--- config.mk ---
export PLATFORM = sky130hd
export DESIGN_NAME = bmp_pixel_stream_unpacker
export DESIGN_NICKNAME = d
export VERILOG_FILES = /design/src/sv/bpsu_pkg.sv /design/src/sv/bpsu_csr.sv /design/src/sv/bpsu_parser.sv /design/src/sv/bmp_pixel_stream_unpacker.sv
export SDC_FILE = /design/constraint.sdc
export NUM_CORES = 1
export LEC_CHECK = 0
export ABC_AREA = 1
export BUFFER_PORTS_ARGS = -buffer_cell sky130_fd_sc_hd__buf_2
export CAP_MARGIN = 20
export CORE_ASPECT_RATIO = 0.7
export CORE_MARGIN = 1
export CORE_UTILIZATION = 30
export CTS_BUF_LIST = sky130_fd_sc_hd__clkbuf_2
export DETAILED_ROUTE_END_ITERATION = 12
export PLACE_DENSITY = 0.5
export SLEW_MARGIN = 15
export SYNTH_ARGS = -nofsm -noshare
export SYNTH_HDL_FRONTEND = slang
export SYNTH_SLANG_ARGS = --single-unit
--- constraint.sdc ---
create_clock -name clock -period 5.8 [get_ports clock]
set_input_delay 0.29 -clock clock [delete_from_list [all_inputs] [get_ports clock]]
set_output_delay 0.29 -clock clock [all_outputs]
set_load 0.02 [all_outputs]
--- src/sv/bpsu_pkg.sv ---
// shared types and constants for the bmp pixel stream unpacker
package bpsu_pkg;

   localparam int MAX_DIM_DEFAULT = 4096;

   localparam int REQ_TDATA_W = 8;
   localparam int RSP_TDATA_W = 64;
   localparam int RSP_TUSER_W = 2;
   localparam int CSR_ADDR_W  = 3;
   localparam int CSR_DATA_W  = 16;

   // header byte offsets where a little-endian field is complete
   localparam logic [5:0] OFF_WIDTH_END  = 6'h15;
   localparam logic [5:0] OFF_HEIGHT_END = 6'h19;
   localparam logic [5:0] OFF_DEPTH_END  = 6'h1D;
   localparam logic [5:0] HDR_LAST       = 6'd53;

   localparam logic [15:0] DEPTH_24 = 16'd24;
   localparam logic [15:0] DEPTH_32 = 16'd32;

   typedef enum logic [1:0] {
      STATUS_PIXEL     = 2'd0,
      STATUS_BAD_DEPTH = 2'd1,
      STATUS_BAD_DIM   = 2'd2
   } status_type;

   typedef enum logic [1:0] {
      DRAW_ALL        = 2'd0,
      DRAW_SKIP_BLACK = 2'd1,
      DRAW_WINDOW     = 2'd2
   } draw_mode_type;

   typedef enum logic [CSR_ADDR_W-1:0] {
      CSR_ORIGIN_X   = 3'd0,
      CSR_ORIGIN_Y   = 3'd1,
      CSR_DRAW_MODE  = 3'd2,
      CSR_CLIP_X_END = 3'd3,
      CSR_CLIP_Y_END = 3'd4
   } csr_index_type;

   typedef struct packed {
      logic [11:0] origin_x;
      logic [11:0] origin_y;
      logic [1:0]  draw_mode;
      logic [14:0] clip_x_end;
      logic [15:0] clip_y_end;
   } cfg_type;

   typedef struct packed {
      logic [13:0] screen_x;
      logic [13:0] screen_y;
      logic [31:0] pixel_color;
      status_type  status;
   } rsp_type;

endpackage

--- src/sv/bpsu_csr.sv ---
// configuration registers written through the plain csr port
module bpsu_csr (
   input  logic                              clock,
   input  logic                              reset,
   input  logic                              csr_we,
   input  logic [bpsu_pkg::CSR_ADDR_W-1:0]   csr_addr,
   input  logic [bpsu_pkg::CSR_DATA_W-1:0]   csr_wdata,
   output bpsu_pkg::cfg_type                 cfg
);
   import bpsu_pkg::*;

   cfg_type cfg_ff;
   cfg_type cfg_in;

   always_comb begin
      cfg_in = cfg_ff;
      if (csr_we) begin
         case (csr_addr)
            CSR_ORIGIN_X:   cfg_in.origin_x   = csr_wdata[11:0];
            CSR_ORIGIN_Y:   cfg_in.origin_y   = csr_wdata[11:0];
            CSR_DRAW_MODE:  cfg_in.draw_mode  = csr_wdata[1:0];
            CSR_CLIP_X_END: cfg_in.clip_x_end = csr_wdata[14:0];
            CSR_CLIP_Y_END: cfg_in.clip_y_end = csr_wdata[15:0];
            default:        cfg_in = cfg_ff;
         endcase
      end
   end

   always_ff @(posedge clock) begin
      if (reset) begin
         cfg_ff <= '0;
      end else begin
         cfg_ff <= cfg_in;
      end
   end

   assign cfg = cfg_ff;

endmodule

--- src/sv/bpsu_parser.sv ---
// header capture, pixel assembly, row padding and coordinate generation
module bpsu_parser #(
   parameter int MAX_DIM = bpsu_pkg::MAX_DIM_DEFAULT
) (
   input  logic              clock,
   input  logic              reset,
   input  logic              step,
   input  logic [7:0]        data_byte,
   input  logic              start_of_file,
   input  bpsu_pkg::cfg_type cfg,
   output logic              res_valid,
   output bpsu_pkg::rsp_type res
);
   import bpsu_pkg::*;

   localparam int DIM_W = $clog2(MAX_DIM + 2);
   localparam logic [DIM_W-1:0] DIM_LIMIT = DIM_W'(MAX_DIM);
   localparam logic [DIM_W-1:0] DIM_OVER  = DIM_W'(MAX_DIM + 1);

   function automatic logic [DIM_W-1:0] dim_mag(input logic [31:0] w);
      logic [31:0] m;
      m = w[31] ? (32'd0 - w) : w;
      if (m > 32'(MAX_DIM)) begin
         return DIM_OVER;
      end
      return m[DIM_W-1:0];
   endfunction

   logic [5:0]       hdr_off_ff, hdr_off_in, c_off;
   logic [31:0]      hdr_shift_ff, hdr_shift_in, c_shift;
   logic [DIM_W-1:0] width_ff, width_in, c_width;
   logic [DIM_W-1:0] height_ff, height_in, c_height;
   logic             four_ff, four_in, c_four;
   logic             in_pix_ff, in_pix_in, c_in_pix;
   logic             halted_ff, halted_in, c_halted;
   logic [1:0]       phase_ff, phase_in, c_phase;
   logic [1:0]       pad_ff, pad_in, c_pad;
   logic [23:0]      accum_ff, accum_in, c_accum;
   logic [DIM_W-1:0] col_ff, col_in, c_col;
   logic [DIM_W-1:0] row_ff, row_in, c_row;

   logic [31:0]      shift_new;
   logic [15:0]      depth;
   logic             hdr_go;
   logic [DIM_W-1:0] row_inc;
   logic             row_done;
   logic [DIM_W-1:0] col_inc;
   logic [1:0]       last_phase;
   logic [23:0]      accum_new;
   logic [31:0]      color;
   logic             draw;
   logic             clip_x_ok;
   logic             clip_y_ok;

   // start of file clears the parse state before this beat is used
   always_comb begin
      c_off    = start_of_file ? '0 : hdr_off_ff;
      c_shift  = start_of_file ? '0 : hdr_shift_ff;
      c_width  = start_of_file ? '0 : width_ff;
      c_height = start_of_file ? '0 : height_ff;
      c_four   = start_of_file ? 1'b0 : four_ff;
      c_in_pix = start_of_file ? 1'b0 : in_pix_ff;
      c_halted = start_of_file ? 1'b0 : halted_ff;
      c_phase  = start_of_file ? '0 : phase_ff;
      c_pad    = start_of_file ? '0 : pad_ff;
      c_accum  = start_of_file ? '0 : accum_ff;
      c_col    = start_of_file ? '0 : col_ff;
      c_row    = start_of_file ? '0 : row_ff;
   end

   always_comb begin
      shift_new  = {data_byte, c_shift[31:8]};
      depth      = shift_new[31:16];
      row_inc    = c_row + 1'b1;
      row_done   = (row_inc >= c_height);
      col_inc    = c_col + 1'b1;
      last_phase = c_four ? 2'd3 : 2'd2;
      case (c_phase)
         2'd0:    accum_new = {16'h0000, data_byte};
         2'd1:    accum_new = c_accum | {8'h00, data_byte, 8'h00};
         2'd2:    accum_new = c_accum | {data_byte, 16'h0000};
         default: accum_new = c_accum;
      endcase
      color     = {(c_four ? data_byte : 8'h00), accum_new};
      clip_x_ok = (16'(c_col) < {1'b0, cfg.clip_x_end});
      clip_y_ok = ($signed({1'b0, 16'(c_row)}) > $signed({cfg.clip_y_end[15], cfg.clip_y_end}));
      case (cfg.draw_mode)
         DRAW_SKIP_BLACK: draw = (color != 32'h0);
         DRAW_WINDOW:     draw = clip_x_ok && clip_y_ok;
         default:         draw = 1'b1;
      endcase
   end

   always_comb begin
      hdr_off_in   = c_off;
      hdr_shift_in = c_shift;
      width_in     = c_width;
      height_in    = c_height;
      four_in      = c_four;
      in_pix_in    = c_in_pix;
      halted_in    = c_halted;
      phase_in     = c_phase;
      pad_in       = c_pad;
      accum_in     = c_accum;
      col_in       = c_col;
      row_in       = c_row;
      hdr_go       = 1'b0;
      res_valid    = 1'b0;
      res          = '0;
      res.status   = STATUS_PIXEL;

      if (c_halted) begin
         hdr_go = 1'b0;
      end else if (!c_in_pix) begin
         hdr_shift_in = shift_new;
         hdr_go       = 1'b1;
         if (c_off == OFF_WIDTH_END) begin
            width_in = dim_mag(shift_new);
         end else if (c_off == OFF_HEIGHT_END) begin
            height_in = dim_mag(shift_new);
         end else if (c_off == OFF_DEPTH_END) begin
            if (depth != DEPTH_24 && depth != DEPTH_32) begin
               res_valid  = 1'b1;
               res.status = STATUS_BAD_DEPTH;
               halted_in  = 1'b1;
               hdr_go     = 1'b0;
            end else if (c_width > DIM_LIMIT || c_height > DIM_LIMIT) begin
               res_valid  = 1'b1;
               res.status = STATUS_BAD_DIM;
               halted_in  = 1'b1;
               hdr_go     = 1'b0;
            end else begin
               four_in = (depth == DEPTH_32);
               // empty image: nothing to draw
               if (c_width == '0 || c_height == '0) begin
                  halted_in = 1'b1;
                  hdr_go    = 1'b0;
               end
            end
         end
         if (hdr_go) begin
            if (c_off == HDR_LAST) begin
               in_pix_in = 1'b1;
            end else begin
               hdr_off_in = c_off + 6'd1;
            end
         end
      end else if (c_pad != 2'd0) begin
         pad_in = c_pad - 2'd1;
         if (c_pad == 2'd1) begin
            row_in    = row_inc;
            halted_in = row_done;
         end
      end else begin
         accum_in = accum_new;
         if (c_phase < last_phase) begin
            phase_in = c_phase + 2'd1;
         end else begin
            phase_in = 2'd0;
            if (col_inc >= c_width) begin
               col_in = '0;
               // 24-bit rows pad to four bytes: pad count equals width mod 4
               if (!c_four && c_width[1:0] != 2'd0) begin
                  pad_in = c_width[1:0];
               end else begin
                  row_in    = row_inc;
                  halted_in = row_done;
               end
            end else begin
               col_in = col_inc;
            end
            if (draw) begin
               res_valid       = 1'b1;
               res.screen_x    = {{2{cfg.origin_x[11]}}, cfg.origin_x} + 14'(c_col);
               res.screen_y    = {{2{cfg.origin_y[11]}}, cfg.origin_y} + 14'(c_height)
                                 - 14'd1 - 14'(c_row);
               res.pixel_color = color;
            end
         end
      end
   end

   always_ff @(posedge clock) begin
      if (reset) begin
         hdr_off_ff   <= '0;
         hdr_shift_ff <= '0;
         width_ff     <= '0;
         height_ff    <= '0;
         four_ff      <= 1'b0;
         in_pix_ff    <= 1'b0;
         halted_ff    <= 1'b0;
         phase_ff     <= '0;
         pad_ff       <= '0;
         accum_ff     <= '0;
         col_ff       <= '0;
         row_ff       <= '0;
      end else if (step) begin
         hdr_off_ff   <= hdr_off_in;
         hdr_shift_ff <= hdr_shift_in;
         width_ff     <= width_in;
         height_ff    <= height_in;
         four_ff      <= four_in;
         in_pix_ff    <= in_pix_in;
         halted_ff    <= halted_in;
         phase_ff     <= phase_in;
         pad_ff       <= pad_in;
         accum_ff     <= accum_in;
         col_ff       <= col_in;
         row_ff       <= row_in;
      end
   end

endmodule

--- src/sv/bmp_pixel_stream_unpacker.sv ---
// bmp pixel stream unpacker top level: input register, parser, result register
// a byte accepted into the input register is parsed, and its result beat is registered into the result register on rsp
// throughput: one byte per cycle while rsp is not stalled, set by the single-pass parser between the registers
// at most one result beat per byte; input stalls only while a result waits and a byte is held
// reset (synchronous, active high) clears config, parse state and the valid flags of both pipeline registers
// parsing starts at byte zero after reset even without start_of_file
module bmp_pixel_stream_unpacker #(
   parameter int MAX_DIM = bpsu_pkg::MAX_DIM_DEFAULT
) (
   input  logic                               clock,
   input  logic                               reset,
   input  logic                               req_tvalid,
   output logic                               req_tready,
   input  logic [bpsu_pkg::REQ_TDATA_W-1:0]   req_tdata,   // data_byte
   input  logic                               req_tuser,   // start_of_file
   output logic                               rsp_tvalid,
   input  logic                               rsp_tready,
   output logic [bpsu_pkg::RSP_TDATA_W-1:0]   rsp_tdata,   // screen_x, screen_y, pixel_color
   output logic [bpsu_pkg::RSP_TUSER_W-1:0]   rsp_tuser,   // status
   input  logic                               csr_we,
   input  logic [bpsu_pkg::CSR_ADDR_W-1:0]    csr_addr,
   input  logic [bpsu_pkg::CSR_DATA_W-1:0]    csr_wdata
);
   import bpsu_pkg::*;

   cfg_type    cfg;
   logic       s1_valid_ff, s1_valid_in;
   logic [7:0] s1_byte_ff;
   logic       s1_sof_ff;
   logic       rsp_valid_ff, rsp_valid_in;
   rsp_type    rsp_ff;
   logic       stall;
   logic       step;
   logic       res_valid;
   rsp_type    res;

   bpsu_csr u_csr (
      .clock     (clock),
      .reset     (reset),
      .csr_we    (csr_we),
      .csr_addr  (csr_addr),
      .csr_wdata (csr_wdata),
      .cfg       (cfg)
   );

   bpsu_parser #(
      .MAX_DIM (MAX_DIM)
   ) u_parser (
      .clock         (clock),
      .reset         (reset),
      .step          (step),
      .data_byte     (s1_byte_ff),
      .start_of_file (s1_sof_ff),
      .cfg           (cfg),
      .res_valid     (res_valid),
      .res           (res)
   );

   assign stall      = rsp_valid_ff && !rsp_tready;
   assign step       = s1_valid_ff && !stall;
   assign req_tready = !s1_valid_ff || !stall;

   assign s1_valid_in  = req_tready ? req_tvalid : s1_valid_ff;
   assign rsp_valid_in = stall ? 1'b1 : (step && res_valid);

   always_ff @(posedge clock) begin
      if (reset) begin
         s1_valid_ff  <= 1'b0;
         rsp_valid_ff <= 1'b0;
      end else begin
         s1_valid_ff  <= s1_valid_in;
         rsp_valid_ff <= rsp_valid_in;
      end
   end

   always_ff @(posedge clock) begin
      if (req_tvalid && req_tready) begin
         s1_byte_ff <= req_tdata;
         s1_sof_ff  <= req_tuser;
      end
      if (step && res_valid) begin
         rsp_ff <= res;
      end
   end

   assign rsp_tvalid = rsp_valid_ff;
   assign rsp_tdata  = {4'h0, rsp_ff.pixel_color, rsp_ff.screen_y, rsp_ff.screen_x};
   assign rsp_tuser  = rsp_ff.status;

endmodule

==> flow_summary.json <==
{
  "final_cells": 3199,
  "clkTransAtPathRegs_ns": 0.11,
  "setup_viol": 0,
  "wire_per_inst_um": 17.1,
  "p_sw_mw": 1.46,
  "n_fill_cell": 5631,
  "num_rows": 70,
  "synth_commonest_cells": "nand2_1 (415), inv_1 (291), a21oi_1 (260)",
  "multi_input_area_um2": 8840,
  "rsz0062_at_grt": "false",
  "syn_area_um2": 16100,
  "worstRegToRegCells": 19,
  "power_mw": 4.07,
  "worstMarginPinSlew_ns": 1.10,
  "critPathMaxFanout": 44,
  "firstDrtPassIters": 6,
  "clkPwrFrac": 0.346,
  "grt_remaining_overflow": 0,
  "finalMaxSlewViolations": 0,
  "worstSetupStartpointType": "flip-flop",
  "route.detailed.drc": 0,
  "num_vias": 16200,
  "hold_path.class": "in -> reg",
  "async_reset_ff_frac": 0,
  "cts_tree": "done",
  "drive_gt1_frac": 0.124,
  "synth_xor_area_frac": 0.0207,
  "antenna_left": 0,
  "tns_ns": 0,
  "synth_compound_gate_area_share": 0.208,
  "critPathCaptureType": "flip-flop",
  "grt_util_all_layers": 0.198,
  "yosys.cell_count.top_type": "nand2_1",
  "synth_top_cell_area_share": 0.214,
  "io_buffers": 96,
  "pwr-share-seq": 0.452,
  "htreeDepth": 3,
  "m1WireLength_um": 27700,
  "p_per_area_nw_per_um2": 221,
  "cts_inserted_buffers": 70,
  "synth_simple_gate_area_share": 0.233,
  "cp.required_ns": 6.42,
  "switching_share": 0.358,
  "synth_ff_type": "dfxtp_1",
  "yosysSeqAreaShare": 0.346,
  "critical_path_class": "reg -> reg",
  "p_comb_frac": 0.202,
  "wirelength_um": 54600,
  "start_util": 0.306,
  "min_to": "u_csr.cfg[28]",
  "clockRootBuffer": "clkbuf_2",
  "area_growth_syn_to_layout_pct": 14.5,
  "holdPathStages": 4,
  "clock_latency_ns": 1.05,
  "leakage_nw": 8.31,
  "gp_congestion": 0.913,
  "r2r_start": "s1_sof_ff",
  "drtIter0Drc": 1418,
  "worstHoldStart": "csr_wdata[12]",
  "dr.max_layer_used": "met5",
  "intPower_mw": 2.61,
  "arrival_ns": 5.17,
  "ctsLongestPathBuffers": 3,
  "synthAdderAreaFrac": 0.0850,
  "skew_ns": 0.0998,
  "numPlacedInstances": 3008,
  "core_area_um2": 52600,
  "grt_pass1_vias": 14900,
  "antenna_found_initial": 3,
  "ios": 101,
  "irDropWorstVdd_mv": 0.0840,
  "avgSynthCellArea_um2": 7.08,
  "fin_crit_sh": 0.785,
  "ys_seq_elements": 243,
  "slew_headroom": 0.267,
  "cts_setup_buffers": 0,
  "synth-edff-count": 71,
  "r2r-end": "rsp_tdata[43]",
  "regArea_um2": 5580,
  "maxCapViolCount": 0,
  "dp_hpwl_um": 38800,
  "die_w_um": 279,
  "synth_cell_types": 60,
  "synth_mux_area_frac": 0,
  "synth_top_family_by_area": "simple AND/OR/NAND/NOR gates",
  "grt_pass1_wl_um": 85000,
  "syn_inst": 2274,
  "fin_crit_ns": 4.55,
  "yosysTopAreaCell": "dfxtp_1",
  "synth.area.top_cells": "dfxtp_1 (21%), edfxtp_1 (13%), nand2_1 (9.7%)",
  "wl_met2_um": 21500,
  "vias_per_cell": 5.07,
  "fp.dieH_um": 196,
  "regToRegSetupSlack_ns": 1.25,
  "met3_length_um": 4190,
  "die_area_um2": 54600,
  "status": "finished clean",
  "grt_start_max_net_pins": 67,
  "nets": 2554,
  "synth_warnings": 0,
  "hold_viol": 0,
  "max_freq_mhz": 220,
  "cts_sinks": 243
}
==> layout make-up <==
type | instances | area share
repair buffers | 181 | 0.0691
diodes | 2 | 0.000271
multi-input cells | 1614 | 0.480
flip-flops and latches | 243 | 0.302
inverters | 310 | 0.0634
well taps | 720 | 0.0489
clock buffers | 98 | 0.0266
clock inverters | 31 | 0.00991
==> state kept, by name (all words and copies together) (netlist names), 2 cells and up <==
register,flops
u_parser.height_ff,13
u_parser.phase_ff,2
s1_byte_ff,8
u_parser.pad_ff,2
u_parser.row_ff,13
u_parser.accum_ff,24
u_parser.hdr_shift_ff,24
u_parser.col_ff,13
u_parser.hdr_off_ff,6
rsp_tdata,60
rsp_tuser,2
u_parser.width_ff,13
u_csr.cfg,57
==> worst max path at each step <==
stage	start	end	slack (ns)
floorplan	s1_sof_ff	rsp_tdata[0]	1.27
global placement	s1_sof_ff	rsp_tdata[24]	1.46
detailed placement	s1_sof_ff	rsp_tdata[24]	1.30
CTS	s1_sof_ff	rsp_tdata[43]	1.22
global route	s1_sof_ff	u_parser.row_ff[3]	0.90
finish	s1_sof_ff	rsp_tdata[43]	1.25
==> cells in the final DEF, fill, tap and decap left out, drive strengths merged, types with 59 or more instances in the layout <==
cell / synthesis / routed
a21oi: 262 / 262
buf: 36 / 122
clkbuf: 74 / 98
dfxtp: 172 / 172
dlygate4sd3: 0 / 59
edfxtp: 71 / 71
ha: 87 / 87
inv: 305 / 307
nand2: 433 / 433
nand3: 115 / 115
nor2: 236 / 236
o21ai: 240 / 240
==> critical path, cell delays in order (launching register included) <==
cell      delay, ns
edfxtp_1       0.49
inv_6          0.30
nand2_2        0.16
inv_1          0.13
ha_1           0.17
inv_1          0.08
nand3_1        0.46
inv_1          0.21
o22ai_1        0.25
inv_1          0.11
nand4_1        0.09
nor2_1         0.05
nand4_1        0.28
nand2_1        0.10
nand3b_1       0.25
nand2_2        0.09
nand2_1        0.13
nand2_1        0.16
inv_2          0.11
buf_4          0.47
==> power by group through the flow <==
stage / combinational [mW] / clock [mW] / sequential (mW)
after floorplan: 0.573 / 0 / 1.86
after global placement: 0.770 / 0 / 1.88
after detailed placement: 0.774 / 0 / 1.88
after CTS: 0.808 / 1.46 / 1.84
after global routing: 0.922 / 1.54 / 1.85
final: 0.821 / 1.41 / 1.84
==> metrics by stage <==
step	hold slack [ns]	setup slack [ns]	util	area [µm²]
after floorplan	0.389	1.27	-	16100
after global placement	0.433	1.46	0.326	17200
after detailed placement	0.443	1.30	0.326	17200
after CTS	0.00340	1.22	0.350	18400
after global routing	0.0763	0.904	0.350	18400
final	0.125	1.25	0.350	18400
==> metal layers <==
| metal | global-route usage | vias to the layer above |
|---|---|---|
| met5 | 0 | - |
| met4 | 0.0592 | 2 |
| met3 | 0.0391 | 100 |
| met2 | 0.274 | 597 |
| met1 | 0.304 | 7575 |
| li1 | - | 7935 |
==> cell families (layout without fill, tap and decap cells) <==
logic type	after synthesis	count (layout)
buffers and inverters	420	620
adders and majority gates	101	101
AOI/OAI and AO/OA	607	607
other	1	6
xor gates and xnor gates	38	38
and+or+nand+nor	864	864
DFF	243	243
==> repair_timing <==
item,4_1_cts,5_1_grt
setup endpoints to repair,0,0
hold buffers,59,0
hold endpoints to repair,121,0
gates resized for setup,0,0
Note: power is estimated with default switching activity, not from simulation.
